**src/design/vrw_pkg.sv**
```systemverilog
// ----------------------------------------------------------------------------
// vrw_pkg
// Shared constants, types and the overlay color lookup for the video RAM
// write block.
// ----------------------------------------------------------------------------
package vrw_pkg;

  // video store geometry
  localparam int VIDEO_BYTES = 7168;
  localparam int ADDR_W      = $clog2(VIDEO_BYTES);
  localparam int OFF_W       = 13;
  localparam int DATA_W      = 8;
  localparam int X_W         = 8;
  localparam int Y_W         = 10;
  localparam int PIX_Y_W     = 9;
  localparam int COLOR_W     = 3;
  localparam int SH_RESET    = 256;

  // stream word widths
  localparam int IN_TDATA_W  = 24;
  localparam int OUT_TDATA_W = 64;

  // overlay color codes
  localparam logic [COLOR_W-1:0] COLOR_WHITE  = 3'd0;
  localparam logic [COLOR_W-1:0] COLOR_CYAN   = 3'd1;
  localparam logic [COLOR_W-1:0] COLOR_RED    = 3'd2;
  localparam logic [COLOR_W-1:0] COLOR_YELLOW = 3'd3;
  localparam logic [COLOR_W-1:0] COLOR_GREEN  = 3'd4;
  localparam logic [COLOR_W-1:0] COLOR_PURPLE = 3'd5;
  localparam logic [COLOR_W-1:0] COLOR_BLACK  = 3'd6;

  localparam logic [X_W-1:0] BLACK_COLUMN = 8'd223;

  // controller -> datapath
  typedef struct packed {
    logic clear_wr;  // write zero at the clear pointer, advance it
    logic load;      // capture input word, start store read
    logic update;    // commit write, widen dirty box, load pixel regs
    logic shift;     // advance to the next pixel
  } vrw_cmd_t;

  // datapath -> controller
  typedef struct packed {
    logic clear_last;  // clear pointer at the final entry
    logic in_range;    // offset on the input bus hits the store
    logic differs;     // new byte differs from the stored one
  } vrw_sts_t;

  function automatic logic [COLOR_W-1:0] pick_color(input logic [X_W-1:0] x,
                                                    input logic [Y_W-1:0] y);
    logic [COLOR_W-1:0] c;
    c = COLOR_WHITE;
    if (y < 10'd16) begin
      c = COLOR_WHITE;
    end else if (y < 10'd24) begin
      c = (x < 8'd72) ? COLOR_CYAN : (x < 8'd152) ? COLOR_RED : COLOR_YELLOW;
    end else if (y < 10'd32) begin
      c = (x < 8'd72) ? COLOR_CYAN : (x < 8'd160) ? COLOR_GREEN : COLOR_YELLOW;
    end else if (y < 10'd40) begin
      c = (x < 8'd72) ? COLOR_WHITE : (x < 8'd160) ? COLOR_GREEN : COLOR_YELLOW;
    end else if (y < 10'd48) begin
      c = COLOR_RED;
    end else if (y < 10'd72) begin
      c = COLOR_PURPLE;
    end else if (y < 10'd104) begin
      c = COLOR_GREEN;
    end else if (y < 10'd136) begin
      c = COLOR_CYAN;
    end else if (y < 10'd168) begin
      c = COLOR_PURPLE;
    end else if (y < 10'd200) begin
      c = COLOR_YELLOW;
    end else if (y < 10'd224) begin
      c = COLOR_RED;
    end else if (y < 10'd240) begin
      c = COLOR_CYAN;
    end else if (y < 10'd248) begin
      c = COLOR_RED;
    end else begin
      c = (x < 8'd136) ? COLOR_CYAN : (x < 8'd192) ? COLOR_PURPLE : COLOR_CYAN;
    end
    if (x == BLACK_COLUMN) begin
      c = COLOR_BLACK;
    end
    return c;
  endfunction

endpackage

```
**src/design/vrw_ctrl.sv**
```systemverilog
// ----------------------------------------------------------------------------
// vrw_ctrl
// Sequencer: store clear after reset, accept, compare, eight pixel words.
// ----------------------------------------------------------------------------
module vrw_ctrl (
  input  logic              clk,
  input  logic              rst,
  input  logic              in_valid,
  output logic              in_ready,
  output logic              out_valid,
  input  logic              out_ready,
  output logic              out_last,
  input  vrw_pkg::vrw_sts_t sts,
  output vrw_pkg::vrw_cmd_t cmd
);

  localparam logic [1:0] ST_CLEAR = 2'd0;
  localparam logic [1:0] ST_IDLE  = 2'd1;
  localparam logic [1:0] ST_CMP   = 2'd2;
  localparam logic [1:0] ST_EMIT  = 2'd3;

  logic [1:0] state;
  logic [1:0] state_next;
  logic [2:0] bit_cnt;
  logic [2:0] bit_cnt_next;

  always_comb begin
    state_next   = state;
    bit_cnt_next = bit_cnt;
    cmd          = '0;
    in_ready     = 1'b0;
    out_valid    = 1'b0;
    unique case (state)
      ST_CLEAR: begin
        cmd.clear_wr = 1'b1;
        if (sts.clear_last) begin
          state_next = ST_IDLE;
        end
      end
      ST_IDLE: begin
        in_ready = 1'b1;
        if (in_valid) begin
          cmd.load = 1'b1;
          if (sts.in_range) begin
            state_next = ST_CMP;
          end
        end
      end
      ST_CMP: begin
        if (sts.differs) begin
          cmd.update   = 1'b1;
          bit_cnt_next = 3'd0;
          state_next   = ST_EMIT;
        end else begin
          state_next = ST_IDLE;
        end
      end
      ST_EMIT: begin
        out_valid = 1'b1;
        if (out_ready) begin
          cmd.shift    = 1'b1;
          bit_cnt_next = bit_cnt + 3'd1;
          if (bit_cnt == 3'd7) begin
            state_next = ST_IDLE;
          end
        end
      end
      default: state_next = ST_IDLE;
    endcase
  end

  assign out_last = (bit_cnt == 3'd7);

  always_ff @(posedge clk) begin
    if (rst) begin
      state   <= ST_CLEAR;
      bit_cnt <= 3'd0;
    end else begin
      state   <= state_next;
      bit_cnt <= bit_cnt_next;
    end
  end

endmodule

```
**config.mk**
```make
export PLATFORM = sky130hd
export DESIGN_NAME = vrw_ctrl
export DESIGN_NICKNAME = d
export VERILOG_FILES = /design/src/design/vrw_pkg.sv /design/src/design/vrw_ctrl.sv
export SDC_FILE = /design/constraint.sdc
export NUM_CORES = 1
export LEC_CHECK = 0
export BUFFER_PORTS_ARGS = -buffer_cell sky130_fd_sc_hd__buf_4
export CAP_MARGIN = 5
export CORE_AREA = 2 2 39 41
export CTS_CLUSTER_DIAMETER = 40
export DETAILED_ROUTE_END_ITERATION = 10
export DIE_AREA = 0 0 41 43
export PLACE_DENSITY = 0.47
export SLEW_MARGIN = 20
export SYNTH_ARGS = -nofsm -noshare
export SYNTH_HDL_FRONTEND = slang
export SYNTH_SLANG_ARGS = --single-unit
export TNS_END_PERCENT = 1
```
**constraint.sdc**
```tcl
create_clock -name clk -period 3.4 [get_ports clk]
set_input_delay 0 -clock clk [delete_from_list [all_inputs] [get_ports clk]]
set_output_delay 0 -clock clk [all_outputs]
set_load 0.1 [all_outputs]
```
==> qor.yml <==
n_fill_cell: 153
peakVddDrop_mv: 0.2993
critical-path-slowest-cell: "sky130_fd_sc_hd__dfxtp_1"
drt-pass1-iter-count: 4
timing.critical_path.cells: "inv_1 -> ha_1 -> nor2b_1 -> a211oi_1 -> mux2i_1"
die_h_um: 43
worstHoldPathType: "input port to register"
clock_pin_slew_worst_setup_and_hold_paths_ns: 0.05
cts.path.max_buffers: 2
n_antenna_cell: 0
grt_usage: 0.1031
grt_first_pass_wirelength_um: 1193
seq_area_frac_synth: 0.2694
post_dr_vias_cell: 4.553
design.core.area_mm2: 0.001384
core.rowCount: 14
placed_cells: 71
die_area_mm2: 0.001763
clkPwrFrac: 0.254
clock_insertion_delay_worst_skew_ns: 0.25
post_cts_resize_count: 0
antenna_violating_nets_post_route: 0
p_seq_frac: 0.234
htree_levels: 1
comb_power_share: 0.512
critical_path.max_stage_delay_ns: 0.37
route.final.wire_length_um: 850
tritoncts.num_buffers: 3
dr_total_vias: 346
cts_num_sinks: 5
period_share: 0.4255
post_route_cells_drive_above_1_share: 0.2833
grt_antenna_before_repair: 0
overflow: 0
die-width_um: 41
worstHoldStart: "out_ready"
critPathMaxFanout: 3
syn-mean-instance-area_um2: 8.848
routedWlPerCell_um: 11.18
cts_setup_buffers: 0
finalWorstPathRequiredPeriod_ns: 1.447
p_int_uw: 146.8
power.switching_uw: 146.7
max_freq_mhz: 691.2
rsz_0062_raised_after_global_routing: "false"
remaining_drc_errors: 0
dp_hpwl_um: 621.6
tritoncts_clock_tree: "built"
r2r_slack_ns: 1.95
total_of_hold_buffers_inserted_after_clock_tree_synthesis: 1
port_buffers: 13
final_hold_viol_count: 0
p_leak_uw: 0.0002499
synth.ff_latch_count: 5
mostFrequentLayoutCell: "sky130_fd_sc_hd__buf_4"
max-slew-margin-rel: 0.7638
first_global_vias: 298
worst_clock_skew_ns: 0.002591
critical_path_class: "register to register"
cap_violations: 0
crit_arrival_ns: 1.62
setup_viol: 0
start_util: 0.2685
critical_path.reg2reg.startpoint: "state[0]"
power.share.switching: 0.4999
worst_pin_slew_ns: 0.3522
final_cells: 76
routabilityCongestion: 0.7421
synth.net_count: 55
powerDensity_mw_per_mm2: 558.5
post_synth_instance_area_um2: 371.6
synthesis.yosys.warnings: 0
status: "complete, no violations"
area_delta_synth_final_pct: 41.41
fin_nets: 74
io-pin-count: 14
leading_cell_types_in_the_layout_fill_and_taps_excluded: "sky130_fd_sc_hd__buf_4 (13), sky130_fd_sc_hd__inv_1 (6), sky130_fd_sc_hd__ha_1 (6)"
endpoint_kind: "register"
critical_path_required_ns: 3.58
grt_start_max_net_pins: 9
worstSetupStartpointType: "register"
drt_iter0_markers: 1
postSynthCellCount: 42
final_layout_setup_total_negative_slack_ns: 0
root_buffer: "sky130_fd_sc_hd__clkbuf_4"
final_max_slew_viol_count: 0
synth_cell_type_count: 18
worst_setup_path_startpoint: "state[0]"
## worst paths after layout
path	to	depth (start not counted)
worst max register to register	state[1]	5
worst min-delay path	bit_cnt[1]	3
worst min register to register	state[1]	2
worst max-delay path	state[1]	5
## power by group through the flow
stage	combinational, µW	clock, µW	sequential [µW]
floorplan	122	0	68.4
global placement	150	0	70.4
detailed placement	150	0	69.4
CTS	151	76.7	68.5
global route	157	78.1	69.3
finish	150	74.6	68.7
## final cells by class
| type | count | area, µm² | area share |
|---|---|---|---|
| Timing Repair Buffer | 14 | 107.6 | 0.2048 |
| Clock buffer | 4 | 26.28 | 0.05000 |
| Sequential cell | 5 | 100.1 | 0.1905 |
| Inverter | 6 | 22.52 | 0.04286 |
| Tap cell | 16 | 20.02 | 0.03810 |
| Multi-Input combinational cell | 31 | 249.0 | 0.4738 |
## stage by stage
step / power, µW / area (µm²) / hold slack [ns] / utilization / worst slack, ns
after global routing: 304.5 / 525.5 / 0.1132 / 0.3797 / 1.880
after CTS: 296.1 / 525.5 / 0.08661 / 0.3797 / 1.961
final: 293.5 / 525.5 / 0.09510 / 0.3797 / 1.953
after floorplan: 190.4 / 371.6 / 0.1035 / - / 1.305
after detailed placement: 219.5 / 489.2 / 0.2557 / 0.3535 / 1.997
after global placement: 220.6 / 489.2 / 0.2535 / 0.3535 / 1.938
## cell usage after synthesis
master	instances	area, µm²
sky130_fd_sc_hd__o21a_1	1	7.510
sky130_fd_sc_hd__a211oi_1	1	7.510
sky130_fd_sc_hd__a21boi_2	1	11.26
sky130_fd_sc_hd__and2_1	3	18.77
sky130_fd_sc_hd__nand2_1	3	11.26
sky130_fd_sc_hd__o211ai_1	1	7.510
sky130_fd_sc_hd__or4_1	1	7.510
sky130_fd_sc_hd__and2b_1	3	22.52
sky130_fd_sc_hd__mux2i_1	1	10.01
sky130_fd_sc_hd__nand2b_1	1	6.260
sky130_fd_sc_hd__a21oi_1	1	5.000
sky130_fd_sc_hd__nor2b_1	2	12.51
sky130_fd_sc_hd__o31ai_1	1	7.510
sky130_fd_sc_hd__a31oi_1	2	12.51
sky130_fd_sc_hd__dfxtp_1	5	100.1
sky130_fd_sc_hd__o32ai_1	3	26.28
sky130_fd_sc_hd__inv_1	6	22.52
sky130_fd_sc_hd__ha_1	6	75.07
## metal layers
layer | global-route usage | vias up | part of all wire
li1 | - | 184 | -
met3 | 0.01571 | 2 | 0.034
met1 | 0.1465 | 152 | 0.51
met5 | 0 | - | 0
met4 | 0.1000 | 0 | 0.014
met2 | 0.1219 | 8 | 0.44
## registers in the layout (all words and copies together) (netlist names)
name and cells:
state 2, bit_cnt 3
## worst max-delay path, delay by kind of cell (launching register included)
family                   cells  cell delay, ns
buffers and inverters        1            0.10
multiplexers                 1            0.23
adder cells (fa/ha/maj)      1            0.21
AO/OA/AOI/OAI                1            0.34
flip-flops                   1            0.37
AND/OR/NAND/NOR              1            0.14
## cells by family (layout without fill, tap and decap cells)
logic type                 count (synthesis)  count (layout)  synth area share
and+or+nand+nor                           13              13            0.2121
DFF                                        5               5            0.2694
adders and majority gates                  6               6            0.2020
muxes                                      1               1           0.02694
AOI/OAI and AO/OA                         11              11            0.2290
buffers and inverters                      6              24           0.06060
Power figures use the tool's default switching activity.
